## config.mk

```make
export PLATFORM = sky130hd
export DESIGN_NAME = smq_front_flat
export DESIGN_NICKNAME = d
export VERILOG_FILES = /design/src/rtl/smq_pkg.sv /design/src/rtl/smq_if.sv /design/src/rtl/smq_front.sv /design/src/flat_wrapper.sv
export SDC_FILE = /design/constraint.sdc
export NUM_CORES = 1
export LEC_CHECK = 0
export BUFFER_PORTS_ARGS = -buffer_cell sky130_fd_sc_hd__buf_4
export CORE_ASPECT_RATIO = 1.2
export CORE_MARGIN = 2
export CORE_UTILIZATION = 61
export CTS_BUF_LIST = sky130_fd_sc_hd__clkbuf_2
export DETAILED_ROUTE_END_ITERATION = 12
export PLACE_DENSITY = 0.87
export SLEW_MARGIN = 40
export SYNTH_ARGS = -nofsm -noshare
export SYNTH_HDL_FRONTEND = slang
export SYNTH_SLANG_ARGS = --single-unit
```

## constraint.sdc

```tcl
create_clock -name clock -period 5.1 [get_ports clock]
set_input_delay 0.255 -clock clock [delete_from_list [all_inputs] [get_ports clock]]
set_output_delay 0.255 -clock clock [all_outputs]
set_load 0.005 [all_outputs]
```

## src/rtl/smq_pkg.sv

```systemverilog
`timescale 1ns / 1ps
// ----------------------------------------------------------------------------
// Shared multi-queue FIFO package
// Command and status codes, field widths and the operation record that
// travels from the command front end to the storage back end.
// ----------------------------------------------------------------------------
package smq_pkg;

   localparam int CMD_W    = 2;
   localparam int QID_W    = 4;
   localparam int DATA_W   = 32;
   localparam int STATUS_W = 2;
   localparam int REF_W    = 8;

   localparam logic [CMD_W-1:0] CMD_CREATE  = 2'd0;
   localparam logic [CMD_W-1:0] CMD_PUSH    = 2'd1;
   localparam logic [CMD_W-1:0] CMD_POP     = 2'd2;
   localparam logic [CMD_W-1:0] CMD_DESTROY = 2'd3;

   localparam logic [STATUS_W-1:0] ST_OK     = 2'd0;
   localparam logic [STATUS_W-1:0] ST_EMPTY  = 2'd1;
   localparam logic [STATUS_W-1:0] ST_FULL   = 2'd2;
   localparam logic [STATUS_W-1:0] ST_REFERR = 2'd3;

   localparam logic [REF_W-1:0] REF_MAX = 8'd255;

   // Outcome of one command, as decided by the front end.
   typedef struct packed {
      logic [STATUS_W-1:0] status;
      logic [REF_W-1:0]    ref_after;
      logic                mem_wr;
      logic                mem_rd;
   } smq_op_type;

endpackage

```

## src/rtl/smq_if.sv

```systemverilog
`timescale 1ns / 1ps
// ----------------------------------------------------------------------------
// Shared multi-queue FIFO channels
// Valid/ready interfaces for the command channel and the result channel.
// ----------------------------------------------------------------------------
interface smq_req_if import smq_pkg::*; ();
   logic                     valid;
   logic                     ready;
   logic [CMD_W-1:0]         cmd;
   logic [QID_W-1:0]         queue_id;
   logic signed [DATA_W-1:0] push_value;

   modport source (output valid, output cmd, output queue_id, output push_value,
                   input ready);
   modport sink   (input valid, input cmd, input queue_id, input push_value,
                   output ready);
endinterface


```

## src/rtl/smq_front.sv

```systemverilog
`timescale 1ns / 1ps
// ----------------------------------------------------------------------------
// Shared multi-queue FIFO command front end
// Accepts command beats, keeps the per-queue head, fill and reference
// count, decides each command's outcome and storage access at once.
// ----------------------------------------------------------------------------
module smq_front import smq_pkg::*; #(
   parameter int NUM_QUEUES  = 16,
   parameter int QUEUE_DEPTH = 128,
   parameter int QW          = 4,
   parameter int AW          = 7,
   parameter int ADDR_W      = 11
) (
   input  logic               clock,
   input  logic               reset,
   smq_req_if.sink            req_ch,
   input  logic               opq_full,
   output logic               opq_push,
   output smq_op_type         opq_op,
   output logic [ADDR_W-1:0]  opq_addr,
   output logic [DATA_W-1:0]  opq_data
);

   localparam logic [AW:0] DEPTH_F = (AW+1)'(QUEUE_DEPTH);

   logic [AW-1:0]    head_ff [NUM_QUEUES];
   logic [AW:0]      fill_ff [NUM_QUEUES];
   logic [REF_W-1:0] ref_ff  [NUM_QUEUES];

   logic             accept;
   logic             in_range;
   logic [QW-1:0]    q;
   logic [AW-1:0]    cur_head;
   logic [AW:0]      cur_fill;
   logic [REF_W-1:0] cur_ref;
   logic [AW:0]      tail_sum;
   logic [AW:0]      head_sum;
   logic [AW-1:0]    tail_idx;
   logic [AW-1:0]    head_inc;
   logic [AW-1:0]    head_in;
   logic [AW:0]      fill_in;
   logic [REF_W-1:0] ref_in;
   logic [AW-1:0]    mem_idx;
   smq_op_type       op;

   assign req_ch.ready = !opq_full;
   assign accept       = req_ch.valid && !opq_full;
   assign in_range     = 32'(req_ch.queue_id) < 32'(NUM_QUEUES);
   assign q            = QW'(req_ch.queue_id);

   assign cur_head = head_ff[q];
   assign cur_fill = fill_ff[q];
   assign cur_ref  = ref_ff[q];

   // Sums stay below twice the depth, so one conditional subtract wraps them.
   assign tail_sum = (AW+1)'(cur_head) + cur_fill;
   assign head_sum = (AW+1)'(cur_head) + (AW+1)'(1);
   assign tail_idx = (tail_sum >= DEPTH_F) ? AW'(tail_sum - DEPTH_F) : AW'(tail_sum);
   assign head_inc = (head_sum >= DEPTH_F) ? '0 : AW'(head_sum);

   always_comb begin
      head_in       = cur_head;
      fill_in       = cur_fill;
      ref_in        = cur_ref;
      mem_idx       = cur_head;
      op.status     = ST_OK;
      op.mem_wr     = 1'b0;
      op.mem_rd     = 1'b0;
      case (req_ch.cmd)
         CMD_CREATE: begin
            if (cur_ref == REF_MAX) begin
               op.status = ST_REFERR;
            end else begin
               ref_in = cur_ref + REF_W'(1);
            end
         end
         CMD_PUSH: begin
            if (cur_fill == DEPTH_F) begin
               op.status = ST_FULL;
            end else begin
               op.mem_wr = 1'b1;
               mem_idx   = tail_idx;
               fill_in   = cur_fill + (AW+1)'(1);
            end
         end
         CMD_POP: begin
            if (cur_fill == '0) begin
               op.status = ST_EMPTY;
            end else begin
               op.mem_rd = 1'b1;
               head_in   = head_inc;
               fill_in   = cur_fill - (AW+1)'(1);
            end
         end
         CMD_DESTROY: begin
            if (cur_ref == '0) begin
               op.status = ST_REFERR;
            end else begin
               ref_in = cur_ref - REF_W'(1);
               // The last reference gone empties the queue.
               if (ref_in == '0) begin
                  head_in = '0;
                  fill_in = '0;
               end
            end
         end
         default: begin
            op.status = ST_OK;
         end
      endcase
      op.ref_after = ref_in;
      if (!in_range) begin
         op.status    = ST_OK;
         op.mem_wr    = 1'b0;
         op.mem_rd    = 1'b0;
         op.ref_after = '0;
      end
   end

   assign opq_push = accept;
   assign opq_op   = op;
   assign opq_addr = ADDR_W'(q) * ADDR_W'(QUEUE_DEPTH) + ADDR_W'(mem_idx);
   assign opq_data = req_ch.push_value;

   always_ff @(posedge clock) begin
      if (reset) begin
         for (int i = 0; i < NUM_QUEUES; i++) begin
            head_ff[i] <= '0;
            fill_ff[i] <= '0;
            ref_ff[i]  <= '0;
         end
      end else if (accept && in_range) begin
         head_ff[q] <= head_in;
         fill_ff[q] <= fill_in;
         ref_ff[q]  <= ref_in;
      end
   end

endmodule

```

## src/flat_wrapper.sv

```systemverilog
// flat-port wrapper written by rule: the top's interface ports become plain ports
module smq_front_flat import smq_pkg::*;
#(
   parameter int NUM_QUEUES  = 16,
   parameter int QUEUE_DEPTH = 128,
   parameter int QW          = 4,
   parameter int AW          = 7,
   parameter int ADDR_W      = 11
)
  (clock, reset, opq_full, opq_push, opq_op, opq_addr, opq_data, req_ch_valid, req_ch_cmd, req_ch_queue_id, req_ch_push_value, req_ch_ready);
  smq_req_if req_ch_i ();
  input  logic clock;
  input  logic reset;
  input  logic opq_full;
  output logic opq_push;
  output smq_op_type opq_op;
  output logic [ADDR_W-1:0] opq_addr;
  output logic [DATA_W-1:0] opq_data;
  input wire logic [$bits(req_ch_i.valid)-1:0] req_ch_valid;
  input wire logic [$bits(req_ch_i.cmd)-1:0] req_ch_cmd;
  input wire logic [$bits(req_ch_i.queue_id)-1:0] req_ch_queue_id;
  input wire logic [$bits(req_ch_i.push_value)-1:0] req_ch_push_value;
  output wire logic [$bits(req_ch_i.ready)-1:0] req_ch_ready;
  assign req_ch_i.valid = req_ch_valid;
  assign req_ch_i.cmd = req_ch_cmd;
  assign req_ch_i.queue_id = req_ch_queue_id;
  assign req_ch_i.push_value = req_ch_push_value;
  assign req_ch_ready = req_ch_i.ready;
  smq_front #(.NUM_QUEUES(NUM_QUEUES), .QUEUE_DEPTH(QUEUE_DEPTH), .QW(QW), .AW(AW), .ADDR_W(ADDR_W)) u_core (.clock(clock), .reset(reset), .req_ch(req_ch_i), .opq_full(opq_full), .opq_push(opq_push), .opq_op(opq_op), .opq_addr(opq_addr), .opq_data(opq_data));
endmodule
```

* Word-level counts from Yosys, hierarchy flattened
Memory sizes are Yosys's and may differ from the RTL's.
Index checks and enable logic that the tools add are counted.
** Operators by class
- Add/sub/neg operators :: 8
- $lt $le $gt $ge :: 2
- Eq/ne operators :: 5
- Muxes and demuxes :: 39
- Reduce and logical (&&, ||, !) cells :: 9
** Operators with widths (count)
- $mux 8 :: 8
- $mux 7 :: 8
- $logic_not 8->1 :: 3
- $pmux 8 s3 :: 1
- $add 8x1->8 const B :: 2
- $eq 8x8->1 const B :: 2
- $ge 8x8->1 const B :: 2
- $pmux 8 s2 :: 1
- $reduce_or 8->1 :: 2
- $sub 8x1->8 const B :: 2
- $pmux 7 s2 :: 1
- $mux 1 :: 13
- $mux 4 :: 3
- $add 11x7->11 :: 1
- $add 7x1->8 const B :: 1
- $add 7x8->8 :: 1
- $pmux 2 s4 :: 1
- $reduce_or 7->1 :: 1
- $sub 7x1->7 const B :: 1
- $mux 2 :: 3
- $eq 2x2->1 const B :: 2
- $eq 2x1->1 const B :: 1
- $logic_not 2->1 :: 1
- $logic_and 1x1->1 :: 1
- $logic_not 1->1 :: 1
** Word-level totals
- Bits in registers :: 0
- RAM bits :: 368
- Input bits :: 42
- Output and inout bits :: 57
- Word-level logic and storage cells :: 66
- Memories kept :: 3
** Memory list
- u_core.fill_ff :: words 16, bits a word 8, rd ports 1, clocked after Yosys merged registers in 0, write ports 16, line smq_front.sv:27 : logic [AW:0] fill_ff [NUM_QUEUES];
- u_core.ref_ff :: words 16, bits a word 8, rd ports 1, clocked after Yosys merged registers in 0, write ports 16, line smq_front.sv:28 : logic [REF_W-1:0] ref_ff [NUM_QUEUES];
- u_core.head_ff :: words 16, bits a word 7, rd ports 1, clocked after Yosys merged registers in 0, write ports 16, line smq_front.sv:26 : logic [AW-1:0] head_ff [NUM_QUEUES];

* Depth between registers and ports, before layout
- Depth in word-level cells :: 7
- Gate-level depth with buffers :: 19

* Least setup slack after synthesis
Ideal clock, no wire load.
- Path type :: input-to-reg
- Start :: input req_ch_queue_id[0]
- End :: memory u_core.fill_ff[0][6] (netlist name), data pin
- Arrival :: 4304 ps
- Path slack :: 526 ps
- Cell stages on the path :: 17
- Buffers on the path :: 7
- Path through :: buf_6 buf_12 buf_8 buf_8 buf_6 buf_4 mux4_2 mux4_2 inv_1 ha_1 nor3b_1 nand4_1 o21ai_1 nor2_1 o21ai_1 clkbuf_1 a21oi_1
** RTL lines
- from (decl) :: line flat_wrapper.sv:21 : input wire logic [$bits(req_ch_i.queue_id)-1:0] req_ch_queue_id;
- to (decl) :: line smq_front.sv:27

==> metrics.md <==
| Metric | Value |
|---|---|
| Outcome | completed |
| Aggregate negative setup slack | 0 ps |
| Number of enable-type register cells in the synthesized netlist | 368 |
| Final global-route overflow total | 0 |
| Die height | 195 µm |
| Count of distinct cell types in the synthesized netlist | 84 |
| Cells traversed along the worst timing path | mux4_2 > a22o_1 > a221oi_4 > ha_1 > nand3_1 > or4_4 > o21ai_2 > o21ai_0 > a221oi_4 > inv_2 > buf_4 |
| Number of antenna violations at the first check in global routing | 1 |
| Final hold slack | 136 ps |
| Data required time at the worst endpoint | 4850 ps |
| CTS root buf | sky130_fd_sc_hd__clkbuf_2 |
| Final worst-path setup slack | 264 ps |
| Termination of the worst setup path | opq_op[5] |
| Fmax achieved | 207 MHz |
| Post-CTS Hold Buffers | 0 |
| Family with the most delay on the worst path | compound AO/OA/AOI/OAI gates |
| Design Area, Final | 19700 µm² |
| Buf+Inv Stages, Crit Path | 2 |
| Effective utilization at floorplan | 61.5% |
| Highest-count cells in the layout ignoring fill and taps | sky130_fd_sc_hd__edfxtp_1 (368), sky130_fd_sc_hd__a21oi_1 (210), sky130_fd_sc_hd__nor2_1 (171) |
| Wire length of the first global-routing pass | 76500 µm |
| Portion of the clock cycle consumed by the worst path in the final layout | 94.8% |
| Via count | 12800 |
| Count of endpoints failing hold in the final timing report | 0 |
| Number of max-cap violations | 0 |
| Share of synthesized flip-flops with an asynchronous set or reset | 0% |
| Critical path peak fanout | 8 |
| Die area | 31900 µm² |
| Path category of the worst min-delay check | in2reg |
| Clock Latency Late Sink | 980 ps |
| Worst Setup SP | u_core.ref_ff[0][0] |
| Post-Syn Instances | 1359 |
| Clock transition at the registers of the reported paths | 100 ps |
| Relative max-transition margin | 43.2% |
| Area growth from synthesis to layout | 5.99% |
| Global Route Usage Sum | 33.2% |
| Crit path kind | reg2out |
| Final Routed Wirelength | 52200 µm |
| Maximum number of pins on one net before global-route repair | 47 |
| Crit path arrival time | 4580 ps |
| Transition time at the pin with the least slew margin | 829 ps |
| Pins over their slew limit | 0 |
| Number of global-route vias before repair | 13100 |
| Number of detailed-route iterations in the first pass | 6 |
| Static Leak | 7.02 nW |
| Die boundary width | 163 µm |
| Logic depth of the worst path, buffers included | 11 |
| Largest area contributor in the netlist | sky130_fd_sc_hd__edfxtp_1 |
| Antenna-violating nets left | 0 |
| Type of element capturing the critical path | primary output |
| Total area of sequential cells | 11100 µm² |
| Number of buffers created by CTS | 83 |
| Startpoint types | register |
| Setup violators final | 0 |
| Placeable core region | 30200 µm² |
| Deepest clock path buffer count | 3 |
| Main flop type after synthesis | sky130_fd_sc_hd__edfxtp_1 |
| Time the worst path needs with I/O delays and setup | 4840 ps |
| R2R cell count | 10 |
| Clock tree from TritonCTS | done |
| Number of placed cells counting well taps | 1706 |
| Avg Inst Size Synth | 13.7 µm² |
| Library cell appearing most often on the critical path | sky130_fd_sc_hd__a221oi_4 |
| Clk_skew | 91.2 ps |
| Largest voltage drop on the vdd net | 0.000129 V |
| Area used by multi-input combinational logic | 6460 µm² |
| Terminus of the critical flop-to-flop path | u_core.fill_ff[1][3] |
| Area of the mapped netlist | 18600 µm² |
| Ratio of routed vias to standard cells | 6.91 |
| Share of cells above drive strength 1 | 27.3% |
| Remaining routing DRC violations | 0 |
| Leading cell type in the layout, fill and taps excluded | sky130_fd_sc_hd__edfxtp_1 |
| Largest cells by area after synthesis | sky130_fd_sc_hd__edfxtp_1 (59%), sky130_fd_sc_hd__mux4_2 (12%), sky130_fd_sc_hd__a21oi_1 (5.7%) |
| Register bit count reported by yosys | 368 |
| # rows | 70 |
| Synthesis Warnings | 0 |
| Last weighted congestion value of the routability-driven placer | 0.994 |
| Mean routed wirelength per cell | 28.1 µm |
| Number of I/O port buffers | 34 |
| Fraction of the yosys area taken by sequential cells | 59.5% |
| Setup Slack @ Placement | 96.3 ps |
| Sum of net half-perimeters after detailed placement | 31500 µm |
| Number of filler instances in the final layout | 2156 |
| Slowest CP cell | sky130_fd_sc_hd__or4_4 |
| Synth Net Count | 1419 |
| Synth top area share | 59.5% |
| Number of levels the H-tree was split into | 3 |
| Power density over cell area | 320 nW/µm² |
| Setup slack of the worst register-to-register path | 830 ps |
| Cell Area, Placed | 18900 µm² |
| Number of DRC markers after the initial detailed-route iteration | 1927 |
| Setup repair after global routing missed its margin | false |
| Number of standard cells in the layout, taps in and fillers out | 1858 |
| Clock tree sinks | 368 |
| Slowest stage delay, CP | 610 ps |
| Number of nets at the end of the flow | 1460 |
| I/O pin total | 99 |
| Origin of the critical flop-to-flop path | u_core.fill_ff[11][1] |
==> final cells by class <==
cell class | count | area share [%]
clock inverter | 29 | 0.851
inverter | 34 | 0.648
multi-input combinational | 805 | 32.8
antenna | 2 | 0.0254
sequential | 368 | 56.1
tap | 396 | 2.52
clock buffer | 116 | 2.95
timing repair buffer | 108 | 4.12
==> cells in the mapped netlist (all sizes together), types with 5 or more instances <==
cell and number:
ha 17, dlygate4sd1 9, a21oi 230, nand2 60, inv 34, clkbuf 40
xnor2 6, mux2i 7, nand3 12, nor2b 7, o21ai 35, nor4 6
xor2 5, a211oi 5, buf 103, a221oi 5, nor3 28, a22oi 6
edfxtp 368, o31ai 7, mux2 5, nand2b 19, mux4 102, a22o 6
nor2 173
==> worst min-delay path by stage <==
stage	start	endpoint	slack [ps]	depth (start not counted)
floorplan	opq_full	req_ch_ready	540	1
global placement	req_ch_push_value[11]	opq_data[11]	510	0
detailed placement	req_ch_push_value[11]	opq_data[11]	510	0
CTS	reset	u_core.ref_ff[3][6]	90	3
global route	reset	u_core.ref_ff[3][6]	130	3
finish	reset	u_core.ref_ff[3][6]	140	3
==> repair_timing <==
item                                    in CTS  in global routing
endpoints found under the setup margin       0                  1
resized for setup                            0                  0
buffers inserted                             0                  4
==> logic make-up (layout without fill, tap and decap cells) <==
kind of cell | count (synthesis) | count (layout) | synth area share [%]
AOI/OAI and AO/OA | 332 | 332 | 11.7
xor gates and xnor gates | 11 | 11 | 0.518
adders and majority gates | 18 | 18 | 1.25
buffers and inverters | 186 | 287 | 5.88
DFF | 368 | 368 | 59.5
muxes | 114 | 114 | 13.2
other | 0 | 2 | 0
and+or+nand+nor | 330 | 330 | 7.98
==> layer usage <==
layer  routed length, µm  global-route usage (%)  share of wire, %  vias to the layer above
met5                   0                       0                 0                        -
li1                    -                       -                 -                     5282
met1               16600                    39.5                32                     6161
met3                6820                    8.35                13                      273
met4                3250                    20.4               6.2                        0
met2               25500                    54.5                49                     1119
==> tightest hold or removal path, stage by stage <==
cell and delay, ps:
sky130_fd_sc_hd__buf_4 160, sky130_fd_sc_hd__nand2b_1 150, sky130_fd_sc_hd__buf_4 290
==> sequential cells by signal (all words and copies together), names as in the netlist <==
register        cells
u_core.fill_ff    128
u_core.head_ff    112
u_core.ref_ff     128
==> metrics by stage <==
stage,power (mW),utilization [%]
floorplan,4.21,-
CTS,6.28,65.0
global placement,4.44,62.5
global route,6.51,65.2
finish,6.31,65.2
detailed placement,4.47,62.5
==> power by group <==
group	leakage (nW)	internal, mW	switching [mW]
sequential	3.80	3.43	0.0327
clock	0.578	0.715	1.15
combinational	2.64	0.332	0.649
(Power assumes the default switching activity.)
