**src/rtl/smq_pkg.sv**
```systemverilog
`timescale 1ns / 1ps
// ----------------------------------------------------------------------------
// Shared multi-queue FIFO package
// Command and status codes, field widths and the operation record that
// travels from the command front end to the storage back end.
// ----------------------------------------------------------------------------
package smq_pkg;

   localparam int CMD_W    = 2;
   localparam int QID_W    = 4;
   localparam int DATA_W   = 32;
   localparam int STATUS_W = 2;
   localparam int REF_W    = 8;

   localparam logic [CMD_W-1:0] CMD_CREATE  = 2'd0;
   localparam logic [CMD_W-1:0] CMD_PUSH    = 2'd1;
   localparam logic [CMD_W-1:0] CMD_POP     = 2'd2;
   localparam logic [CMD_W-1:0] CMD_DESTROY = 2'd3;

   localparam logic [STATUS_W-1:0] ST_OK     = 2'd0;
   localparam logic [STATUS_W-1:0] ST_EMPTY  = 2'd1;
   localparam logic [STATUS_W-1:0] ST_FULL   = 2'd2;
   localparam logic [STATUS_W-1:0] ST_REFERR = 2'd3;

   localparam logic [REF_W-1:0] REF_MAX = 8'd255;

   // Outcome of one command, as decided by the front end.
   typedef struct packed {
      logic [STATUS_W-1:0] status;
      logic [REF_W-1:0]    ref_after;
      logic                mem_wr;
      logic                mem_rd;
   } smq_op_type;

endpackage

```
**src/rtl/smq_opq.sv**
```systemverilog
`timescale 1ns / 1ps
// ----------------------------------------------------------------------------
// Shared multi-queue FIFO operation queue
// Two-entry queue between the front end and the back end so that either
// side can stall without holding up the other.
// ----------------------------------------------------------------------------
module smq_opq import smq_pkg::*; #(
   parameter int ADDR_W = 11
) (
   input  logic               clock,
   input  logic               reset,
   input  logic               push,
   input  smq_op_type         push_op,
   input  logic [ADDR_W-1:0]  push_addr,
   input  logic [DATA_W-1:0]  push_data,
   output logic               full,
   output logic               pop_valid,
   input  logic               pop,
   output smq_op_type         pop_op,
   output logic [ADDR_W-1:0]  pop_addr,
   output logic [DATA_W-1:0]  pop_data
);

   localparam int ENTRIES = 2;

   smq_op_type        op_ff   [ENTRIES];
   logic [ADDR_W-1:0] addr_ff [ENTRIES];
   logic [DATA_W-1:0] data_ff [ENTRIES];
   logic              wr_ptr_ff;
   logic              rd_ptr_ff;
   logic [1:0]        count_ff;
   logic [1:0]        count_in;
   logic              do_pop;

   assign full      = count_ff == 2'(ENTRIES);
   assign pop_valid = count_ff != '0;
   assign do_pop    = pop && pop_valid;
   assign pop_op    = op_ff[rd_ptr_ff];
   assign pop_addr  = addr_ff[rd_ptr_ff];
   assign pop_data  = data_ff[rd_ptr_ff];

   always_comb begin
      count_in = count_ff;
      if (push && !do_pop) begin
         count_in = count_ff + 2'd1;
      end else if (do_pop && !push) begin
         count_in = count_ff - 2'd1;
      end
   end

   always_ff @(posedge clock) begin
      if (reset) begin
         wr_ptr_ff <= 1'b0;
         rd_ptr_ff <= 1'b0;
         count_ff  <= '0;
      end else begin
         count_ff <= count_in;
         if (push) begin
            wr_ptr_ff <= !wr_ptr_ff;
         end
         if (do_pop) begin
            rd_ptr_ff <= !rd_ptr_ff;
         end
      end
   end

   always_ff @(posedge clock) begin
      if (push) begin
         op_ff[wr_ptr_ff]   <= push_op;
         addr_ff[wr_ptr_ff] <= push_addr;
         data_ff[wr_ptr_ff] <= push_data;
      end
   end

endmodule

```
**config.mk**
```make
export PLATFORM = sky130hd
export DESIGN_NAME = smq_opq
export DESIGN_NICKNAME = d
export VERILOG_FILES = /design/src/rtl/smq_pkg.sv /design/src/rtl/smq_opq.sv
export SDC_FILE = /design/constraint.sdc
export NUM_CORES = 1
export LEC_CHECK = 0
export ABC_AREA = 0
export BUFFER_PORTS_ARGS = -buffer_cell sky130_fd_sc_hd__buf_2
export CAP_MARGIN = 10
export CORE_MARGIN = 2
export CORE_UTILIZATION = 45
export DETAILED_ROUTE_END_ITERATION = 7
export PLACE_DENSITY = 0.81
export SLEW_MARGIN = 15
export SYNTH_ARGS = -nofsm -noshare
export SYNTH_HDL_FRONTEND = slang
export SYNTH_SLANG_ARGS = --single-unit
```
**constraint.sdc**
```tcl
create_clock -name clock -period 3.35 [get_ports clock]
set_input_delay 0.1675 -clock clock [delete_from_list [all_inputs] [get_ports clock]]
set_output_delay 0.1675 -clock clock [all_outputs]
set_load 0.05 [all_outputs]
```
# [Word-level counts from Yosys, hierarchy flattened]
# Memory sizes are Yosys's and may differ from the RTL's. A register that Yosys moved wholly into a read port is not among the register bits.
# Cells that the tools add are included.
[op_classes] n_addsub=2 n_mux=10 reduce_logical=9 n_eq_ne=1
[op_table] op="$mux W1" n=8
[op_table] op="$logic_not A1 Y1" n=4
[op_table] op="$mux W2" n=2
[op_table] op="$reduce_bool A2 Y1" n=2
[op_table] op="$logic_and A1 B1 Y1" n=3
[op_table] op="$add A2 B1 Y2 const B" n=1
[op_table] op="$eq A2 B2 Y1 const B" n=1
[op_table] op="$sub A2 B1 Y2 const B" n=1
[totals] regBits=4 ramBits=110 word_cells=28 memories=3 inputBits=59 out_inout_bits=57
[mem_list] name="data_ff" words=2 word_bits=32 read_ports=1 rd_ports_with_merged_regs=1 write_ports=1 line_no="smq_opq.sv:28" source="logic [DATA_W-1:0] data_ff [ENTRIES];"
[mem_list] name="op_ff" words=2 word_bits=12 read_ports=1 rd_ports_with_merged_regs=1 write_ports=1 line_no="smq_opq.sv:26" source="smq_op_type op_ff [ENTRIES];"
[mem_list] name="addr_ff" words=2 word_bits=11 read_ports=1 rd_ports_with_merged_regs=1 write_ports=1 line_no="smq_opq.sv:27" source="logic [ADDR_W-1:0] addr_ff [ENTRIES];"

# [Depth between registers and ports, before layout]
# Gate-level depths: netlist of the first run.
[depth] depth_word=5 ltp_mapped=5 ltp_nobuf=5

# [Worst setup path before layout of the first run]
# Ideal clock, no wire load.
[synth_timing] kind="register -> register" startpoint="reg wr_ptr_ff" endpoint="mem addr_ff[0][0] (enable)" setup_time_ns=0.475 path_buffers=0 period_less_slack_ns=3.252 stages_incl_launch_ff=2 path_slack_ns=0.098 required_time_ns=2.875 t_arrival_ns=2.778 path_cell_list="dfxtp_1 > nor2b_1"
[synth_lines] item="start, declared" line_no="smq_opq.sv:29" source="logic wr_ptr_ff;"
[synth_lines] item="start signal, assigned" line_no="smq_opq.sv:59" source="wr_ptr_ff <= !wr_ptr_ff;"
[synth_lines] item="end, declared" line_no="smq_opq.sv:27"
# Straight into the memory's write port.

==> flow_metrics.py, run 1 <==
metrics = {
    "routing": {
        "drtPass1Iterations": 4,
        "drt_wl_total_mm": 8.08,
        "remaining_drc_errors": 0,
        "wire_per_inst_um": 16.0,
        "ant_nets": 0,
        "via_per_inst": 4.75,
        "drt_iter0_drc": 69,
        "via_count": 2400,
    },
    "timing": {
        "fin_crit_sh_pct": 75.0,
        "skew_ps": 14.5,
        "final_hold_viol_count": 0,
        "max_clock_freq_mhz": 398,
        "fin_tns_setup_ps": 0,
        "rsz0062_at_grt": "no",
        "finalSetupViolCount": 0,
        "maxSlewHeadroom_pct": 49.7,
        "fin_crit_ps": 2510,
        "drv_slew": 0,
        "worst_slew_pin_slew_ps": 754,
    },
    "power_and_ir_drop": {
        "p_per_area_mw_per_mm2": 824,
        "swShare_pct": 33.3,
        "p_comb_share_pct": 28.9,
        "clkPwrFrac_pct": 35.3,
        "power_switching_mw": 1.66,
        "pwr-share-seq_pct": 35.7,
        "peakVddDrop_uv": 612,
        "p_leak_nw": 2.32,
        "p_int_mw": 3.32,
    },
    "setup_path": {
        "crit_chain": "buf_4 > mux2_2 > buf_2",
        "cp-end-kind": "output pin",
        "path_max_fanout": 30,
        "max_stage_delay_ps": 720,
        "slowest_stage": "dfxtp_2",
        "worst_setup_path_start_kind": "register",
        "arrival_ps": 2340,
        "worstSetupPathType": "register to output pin",
        "required_ps": 3180,
    },
    "floorplan": {
        "die_y_um": 101,
        "core_area_mm2": 0.00915,
        "dieWidth_um": 101,
        "ioPinCount": 116,
        "die-area_mm2": 0.0101,
        "start_util_pct": 45.9,
        "row_count": 35,
    },
    "clock_network": {
        "insertion_delay_ps": 510,
        "postCtsSetupBuffers": 0,
        "clock-sinks": 115,
        "root_buffer": "clkbuf_8",
        "ctsHtreeMaxLevel": 4,
        "ctsResizeCount": 0,
        "holdBufCountCts": 57,
        "cts_tree": "yes",
        "cts_buffer_depth": 2,
        "cts_buffers": 17,
        "clkTransAtPathRegs_ps": 60,
    },
    "global_routing": {
        "gr-total-overflow": 0,
        "antenna_found_initial": 0,
        "grt_pass1_wl_mm": 12.2,
        "grt_max_degree": 56,
        "grt_usage_pct": 16.5,
        "grt_pass1_vias": 2567,
    },
    "synth": {
        "synth_top_family_by_area": "multiplexers",
        "yosysMostFrequentCell": "edfxtp_1",
        "synth_compound_area_share_pct": 0.358,
        "synthFlopType": "edfxtp_1",
        "synthMuxAreaShare_pct": 14.8,
        "post-synth-top-area-cell": "edfxtp_1",
        "synthCells": 193,
        "synthAdderAreaFrac_pct": 0.298,
        "synth_xor_area_share_pct": 0.835,
        "synth_largest_type_area_fraction_pct": 78.7,
        "synth-seq-cells": 115,
        "synth.area.top_cells": "edfxtp_1 79%, mux2_2 15%, dfxtp_1 2.4%",
        "synthesis.area_mm2": 0.00420,
        "ys_warn_count": 0,
        "yosysSeqAreaShare_pct": 81.1,
        "synth-edff-count": 110,
        "synthSimpleGateAreaFrac_pct": 1.16,
        "synthTopCellsByCount": "110 x edfxtp_1, 55 x mux2_2, 5 x buf_6, 5 x dfxtp_1, 4 x nor2_1",
        "netlist-cell-type-count": 16,
        "synth_nets": 253,
        "async_flop_share_pct": 0,
        "syn-mean-instance-area_um2": 21.8,
    },
    "placed_design": {
        "port_buffers": 115,
        "hpwl_mm": 4.32,
        "place_area_mm2": 0.00488,
        "gp_congestion": 0.682,
    },
    "run_status": {
        "status": "finished, final reports clean",
    },
    "cells_and_area": {
        "synthToLayoutAreaGrowth_pct": 43.8,
        "nets": 441,
        "multiInputGateArea_um2": 739,
        "drive_gt1_share_pct": 52.5,
        "fill_cells": 611,
        "fin_area_mm2": 0.00604,
        "antenna_cells_inserted": 0,
        "regArea_mm2": 0.00340,
    },
    "job": {
        "cap_violations": 0,
    },
    "hold_path": {
        "worstHoldPathType": "input pin to register",
    },
}
-- routing by layer --
layer	share of wire (%)	routed length, µm	GRT usage, %	vias up
li1	-	-	-	1140
met1	41	3330	17.7	1172
met2	53	4310	28.9	78
met3	4.3	344	5.76	10
met4	1.2	95	8.11	0
met5	0	0	0	-
-- area by class of cell --
| type | count | area share, % |
|---|---|---|
| sequential | 115 | 56.4 |
| timing repair buffer | 175 | 19.4 |
| multi-input combinational | 72 | 12.2 |
| clock buffer | 22 | 7.50 |
| tap | 111 | 2.30 |
| clock inverter | 10 | 2.20 |
-- flip-flops by register name (all words and copies together) (netlist names), named ones only --
register,cells
rd_ptr_ff,1
data_ff,64
wr_ptr_ff,1
op_ff,24
addr_ff,22
count_ff,2
-- placed cells by master, fill, tap and decap left out, types with 2 or more instances in the layout --
master / instances
buf_2: 115
buf_4: 3
bufinv_16: 3
clkbuf_1: 3
clkbuf_16: 16
clkbuf_8: 3
clkinv_2: 4
clkinvlp_4: 3
dfxtp_1: 4
dlygate4sd3_1: 57
edfxtp_1: 110
mux2_2: 55
nor2_1: 4
o21ai_0: 2
xor2_1: 3
-- critical path, delay by kind of cell (launching register included) --
family | cells | cell delay, ps
buf+inv | 2 | 700
flops | 1 | 720
mux | 1 | 400
-- worst paths after layout --
kind              slack (ps)  depth (start not counted)                startpoint                  endpoint
setup / recovery         840                          3                  register                 pop_op[3]
hold / removal           110                          4                       pop    rd_ptr_ff$_SDFFE_PP0P_
setup reg to reg        1770                          4  count_ff[0]$_SDFFE_PP0P_  count_ff[1]$_SDFFE_PP0P_
hold reg to reg          500                          2    rd_ptr_ff$_SDFFE_PP0P_    rd_ptr_ff$_SDFFE_PP0P_
-- cells by family (layout without fill, tap and decap cells) --
group / count (synthesis) / in the layout
compound gates: 3 / 3
xor+xnor: 4 / 4
buf+inv: 6 / 207
simple gates: 9 / 9
fa+ha+maj: 1 / 1
mux: 55 / 55
flops: 115 / 115
-- power groups by stage --
stage / Clock (mW) / Sequential [mW] / Combinational (mW)
after floorplan: 0 / 1.75 / 1.21
after global placement: 0 / 1.80 / 1.38
final: 1.76 / 1.78 / 1.44
after CTS: 1.79 / 1.78 / 1.45
after detailed placement: 0 / 1.81 / 1.39
after global routing: 1.86 / 1.80 / 1.51
-- through the flow --
step | hold slack [ps] | worst slack, ps | cells | util (%) | total power, mW
floorplan | 237 | 97.5 | 193 | - | 2.96
global placement | 356 | 1340 | 416 | 53.3 | 3.18
detailed placement | 358 | 1340 | 416 | 53.3 | 3.20
CTS | 72.4 | 783 | 505 | 66.0 | 5.02
global route | 167 | 666 | 505 | 66.0 | 5.16
finish | 110 | 839 | 505 | 66.0 | 4.98
Power figures use the tool's default switching activity.
==> run 2, diff against run 1 <==
PLACE_DENSITY = 0.78   (was 0.81)
clock period = 2.4 ns   (was 3.35 ns; I/O delays follow)
==> run 2 against run 1 <==
- clock-buffer cell count down 3
- sequential cell count unchanged
- sequential share of layout area rose by 0.27 points
- largest power group unchanged
- cell count up 0.59%
==> flow_metrics.py, run 2 (synthesized netlist as in run 1, its figures left out) <==
metrics = {
    "run_status": {
        "status": "finished, final reports clean",
    },
    "cells_and_area": {
        "reg.largest.list": "data_ff (64), op_ff (24), addr_ff (22)",
        "final_cells": 508,
        "final_common_cell": "buf_2",
        "multiInputGateArea_um2": 739,
        "nets": 445,
        "fill_cells": 654,
        "final_core_util_pct": 65.6,
        "drive_gt1_share_pct": 52.6,
        "largest_reg_flops": 64,
        "synthToLayoutAreaGrowth_pct": 43.1,
        "final_cell_mix": "115 x buf_2, 110 x edfxtp_1, 57 x dlygate4sd3_1",
        "regArea_mm2": 0.00340,
        "regMostFlops": "data_ff",
        "antenna_cells_inserted": 0,
    },
    "setup_path": {
        "worstSetupPathType": "register to output pin",
        "cp-end-kind": "output pin",
        "crit_chain": "buf_4 > mux2_2 > buf_2",
        "arrival_ps": 1830,
        "max_stage_delay_ps": 400,
        "reg2reg_from": "count_ff[0]$_SDFFE_PP0P_",
        "worst_setup_path_start_kind": "register",
        "required_ps": 2280,
        "slowest_stage": "mux2_2",
        "path_max_fanout": 35,
    },
    "clock_network": {
        "ctsResizeCount": 0,
        "cts_buffers": 17,
        "postCtsSetupBuffers": 0,
        "root_buffer": "clkbuf_8",
        "cts_tree": "yes",
        "clock-sinks": 115,
        "ctsHtreeMaxLevel": 4,
        "cts_buffer_depth": 2,
        "insertion_delay_ps": 490,
        "clkTransAtPathRegs_ps": 50,
        "holdBufCountCts": 57,
    },
    "placed_design": {
        "place_ws_ps": 851,
        "gp_congestion": 0.684,
        "dp.cells": 420,
        "hpwl_mm": 4.52,
        "port_buffers": 115,
    },
    "floorplan": {
        "die-area_mm2": 0.0101,
        "start_util_pct": 45.9,
        "dieWidth_um": 101,
        "row_count": 35,
        "ioPinCount": 116,
        "die_y_um": 101,
        "core_area_mm2": 0.00915,
    },
    "power_and_ir_drop": {
        "p_leak_nw": 2.31,
        "peakVddDrop_uv": 783,
        "p_per_area_mw_per_mm2": 1110,
    },
    "job": {
        "cap_violations": 0,
    },
    "routing": {
        "wire_per_inst_um": 14.8,
        "drt_wl_total_mm": 7.53,
        "ant_nets": 0,
        "remaining_drc_errors": 0,
        "drtPass1Iterations": 4,
        "via_per_inst": 4.68,
        "drt_iter0_drc": 82,
        "via_count": 2379,
    },
    "global_routing": {
        "grt_max_degree": 36,
        "grt_pass1_vias": 2601,
        "antenna_found_initial": 0,
        "use_met3_pct": 5.48,
        "grt-busiest-layer": "met2",
        "grt_util_met1_pct": 17.3,
        "met2_usage_pct": 28.6,
        "grt_usage_pct": 15.9,
        "grt_pass1_wl_mm": 12.0,
        "gr-total-overflow": 0,
    },
    "timing": {
        "fin_crit_ps": 1950,
        "finalSetupViolCount": 0,
        "max_clock_freq_mhz": 513,
        "worst_slew_pin_slew_ps": 667,
        "fin_tns_setup_ps": 0,
        "fin_crit_sh_pct": 81.2,
        "layout_setup_ws_ps": 451,
        "maxSlewHeadroom_pct": 55.4,
        "drv_slew": 0,
        "rsz0062_at_grt": "no",
        "skew_ps": 8.19,
        "final_hold_viol_count": 0,
    },
    "hold_path": {
        "worstHoldPathType": "input pin to register",
        "hold_path.startpoint": "pop",
    },
}
==> run 2: path summary, 6_finish.rpt <==
kind	cells past startpoint	to	slack, ps
worst max-delay path	3	pop_data[11]	450
worst min-delay path	4	rd_ptr_ff$_SDFFE_PP0P_	80
worst max register to register	4	count_ff[1]$_SDFFE_PP0P_	830
worst min register to register	2	rd_ptr_ff$_SDFFE_PP0P_	510
==> run 2: cell type report <==
class                      count  area share, %
clock buffer                  19           7.02
clock inverter                12           1.54
multi-input combinational     72           12.3
sequential                   115           56.7
tap                          111           2.31
timing repair buffer         179           20.2
==> run 2: routing by layer <==
layer  part of all wire, %  wire length, µm
met2                    54             4030
met1                    41             3110
met5                     0                0
met3                   4.5              336
met4                  0.64               48
==> run 2: report_power, final <==
part           switching (mW)  leakage (nW)  internal (mW)  total (mW)
combinational            1.43         0.991          0.654        2.09
clock                   0.795         0.244           1.34        2.14
sequential             0.0539          1.07           2.37        2.42
==> run 2: per-stage QoR <==
| step | power, mW | area, µm² | hold slack (ps) |
|---|---|---|---|
| floorplan | 4.13 | 4200 | 189 |
| global placement | 4.46 | 4920 | 308 |
| detailed placement | 4.48 | 4920 | 312 |
| CTS | 6.70 | 6010 | 22.4 |
| global route | 6.90 | 6010 | 88.4 |
| finish | 6.65 | 6010 | 78.8 |
==> run 2: critical path, delay by kind of cell (launching register included) <==
family | cells | cell delay [ps]
buffers and inverters | 2 | 590
DFF | 1 | 320
muxes | 1 | 400
==> run 3, diff against run 2 <==
PLACE_DENSITY = 0.81   (was 0.78)
clock period = 1.7 ns   (was 2.4 ns; I/O delays follow)
==> run 3 against run 2 <==
- the run now ends with negative setup slack left
- cell count increased by 0.98%
- critical endpoint is now pop_data[30]
- critical path depth rose by 1
- clock skew grew 1.1 ps
- sequential share of layout area down 6.5 points
- register-to-register slack got worse by 730 ps
- clock-buffer cell count is the same
- via count grew 5.1%
- die area is the same
- setup slack worse by 490 ps
- hold slack worse by 24 ps
- sequential cell count is the same
- sequential power is 43% higher
==> flow_metrics.py, run 3 (synthesized netlist as in run 1, its figures left out) <==
metrics = {
    "global_routing": {
        "grt_pass1_wl_mm": 12.8,
        "grt_max_degree": 39,
        "grt_pass1_vias": 2700,
        "gr-total-overflow": 0,
        "grt_usage_pct": 17.3,
        "antenna_found_initial": 0,
    },
    "routing": {
        "drtPass1Iterations": 4,
        "ant_nets": 0,
        "via_per_inst": 4.88,
        "drt_wl_total_mm": 9.12,
        "via_count": 2501,
        "remaining_drc_errors": 0,
        "drt_iter0_drc": 67,
        "wire_per_inst_um": 17.8,
    },
    "timing": {
        "max_clock_freq_mhz": 575,
        "fin_crit_sh_pct": 102,
        "maxSlewHeadroom_pct": 81.9,
        "fin_tns_setup_ps": -427,
        "layout_setup_ws_ps": -39.6,
        "rsz0062_at_grt": "yes",
        "fin_crit_ps": 1740,
        "drv_slew": 0,
        "holdWs_ps": 55.2,
        "finalSetupViolCount": 23,
        "worst_slew_pin_slew_ps": 271,
        "final_hold_viol_count": 0,
        "skew_ps": 9.26,
    },
    "setup_path": {
        "crit_buf_inv": 3,
        "required_ps": 1620,
        "path_max_fanout": 12,
        "max_stage_delay_ps": 380,
        "slowest_stage": "dfxtp_4",
        "crit_family": "buffers and inverters",
        "cp-end-kind": "output pin",
        "crit_top_cell": "buf_12",
        "worst_setup_path_start_kind": "register",
        "arrival_ps": 1650,
        "worstSetupPathType": "register to output pin",
        "crit_chain": "buf_12 > buf_12 > mux2_2 > buf_6",
    },
    "cells_and_area": {
        "fin_area_mm2": 0.00679,
        "reg.largest.list": "data_ff (64), op_ff (24), addr_ff (22)",
        "final_cells": 513,
        "final_cell_mix": "110 x edfxtp_1, 60 x buf_2, 57 x dlygate4sd3_1",
        "antenna_cells_inserted": 0,
        "fill_cells": 532,
        "final_core_util_pct": 74.1,
        "nets": 450,
        "largest_reg_flops": 64,
        "regMostFlops": "data_ff",
        "drive_gt1_share_pct": 53.0,
        "final_common_cell": "edfxtp_1",
        "synthToLayoutAreaGrowth_pct": 61.7,
    },
    "power_and_ir_drop": {
        "p_comb_share_pct": 38.5,
        "p_leak_nw": 2.66,
        "pwr-share-seq_pct": 31.2,
        "swShare_pct": 32.5,
        "clkPwrFrac_pct": 30.3,
        "peakVddDrop_uv": 1070,
        "p_per_area_mw_per_mm2": 1630,
        "power_switching_mw": 3.59,
        "p_int_mw": 7.47,
    },
    "clock_network": {
        "root_buffer": "clkbuf_8",
        "clock-sinks": 115,
        "ctsHtreeMaxLevel": 4,
        "cts_tree": "yes",
        "insertion_delay_ps": 490,
        "cts_buffer_depth": 2,
        "cts_buffers": 17,
        "clkTransAtPathRegs_ps": 60,
    },
    "floorplan": {
        "start_util_pct": 45.9,
        "core_area_mm2": 0.00915,
        "die-area_mm2": 0.0101,
        "row_count": 35,
        "die_y_um": 101,
        "ioPinCount": 116,
        "dieWidth_um": 101,
    },
    "placed_design": {
        "port_buffers": 115,
        "hpwl_mm": 4.49,
        "place_area_mm2": 0.00495,
        "dp.cells": 419,
        "gp_congestion": 0.664,
    },
    "run_status": {
        "status": "finished, violations left",
        "violations": "negative setup slack",
    },
    "hold_path": {
        "worstHoldPathType": "input pin to register",
    },
    "job": {
        "cap_violations": 0,
    },
}
-- run 3: area by class of cell --
class | instances | area (µm²) | area share (%)
timing repair buffer | 184 | 1820 | 26.9
tap | 111 | 139 | 2.05
sequential | 115 | 3410 | 50.2
multi-input combinational | 72 | 856 | 12.6
clock buffer | 19 | 422 | 6.21
clock inverter | 12 | 140 | 2.06
-- run 3: worst paths after layout --
path                            startpoint                        to  slack (ps)  cells past startpoint
hold reg to reg     rd_ptr_ff$_SDFFE_PP0P_    rd_ptr_ff$_SDFFE_PP0P_         510                      2
setup / recovery                  register              pop_data[30]         -40                      4
setup reg to reg  count_ff[0]$_SDFFE_PP0P_  count_ff[1]$_SDFFE_PP0P_         100                      5
hold / removal                         pop    rd_ptr_ff$_SDFFE_PP0P_          60                      4
-- run 3: what timing repair did --
action                                  4_1_cts  5_1_grt
endpoints found under the setup margin       54       56
hold buffers                                 57        0
buffers inserted                              2        1
endpoints found under the hold margin       115        0
gates resized for setup                     112       64
cloned                                        2        2
-- run 3: tightest hold or removal path, delay by kind of cell --
kind	cells	cell delay (ps)
AOI/OAI and AO/OA	1	140
xor gates and xnor gates	1	110
buffers and inverters	1	90
and+or+nand+nor	1	80
-- run 3: routing by layer --
layer / routed length (µm) / part of all wire [%] / up-vias / track usage, %
met2: 5020 / 55 / 84 / 31.1
met3: 353 / 3.9 / 13 / 6.10
met1: 3600 / 40 / 1249 / 18.2
met5: 0 / 0 / - / 0
li1: - / - / 1155 / -
met4: 139 / 1.5 / 0 / 7.48
-- run 3: per-stage QoR --
stage,setup WS (ps),power (mW)
after floorplan,117,5.83
after global placement,261,6.36
after detailed placement,99.2,6.40
after CTS,-88.6,10.6
after global routing,-105,11.4
final,-39.6,11.1
-- run 3: power by group through the flow --
| stage | sequential [mW] | clock (mW) | combinational, mW |
|---|---|---|---|
| 4_1_cts | 3.44 | 3.42 | 3.76 |
| 2_1_floorplan | 3.45 | 0 | 2.38 |
| 3_3_place_gp | 3.47 | 0 | 2.90 |
| 5_1_grt | 3.46 | 3.55 | 4.42 |
| 6_report | 3.45 | 3.35 | 4.26 |
| 3_5_place_dp | 3.49 | 0 | 2.92 |
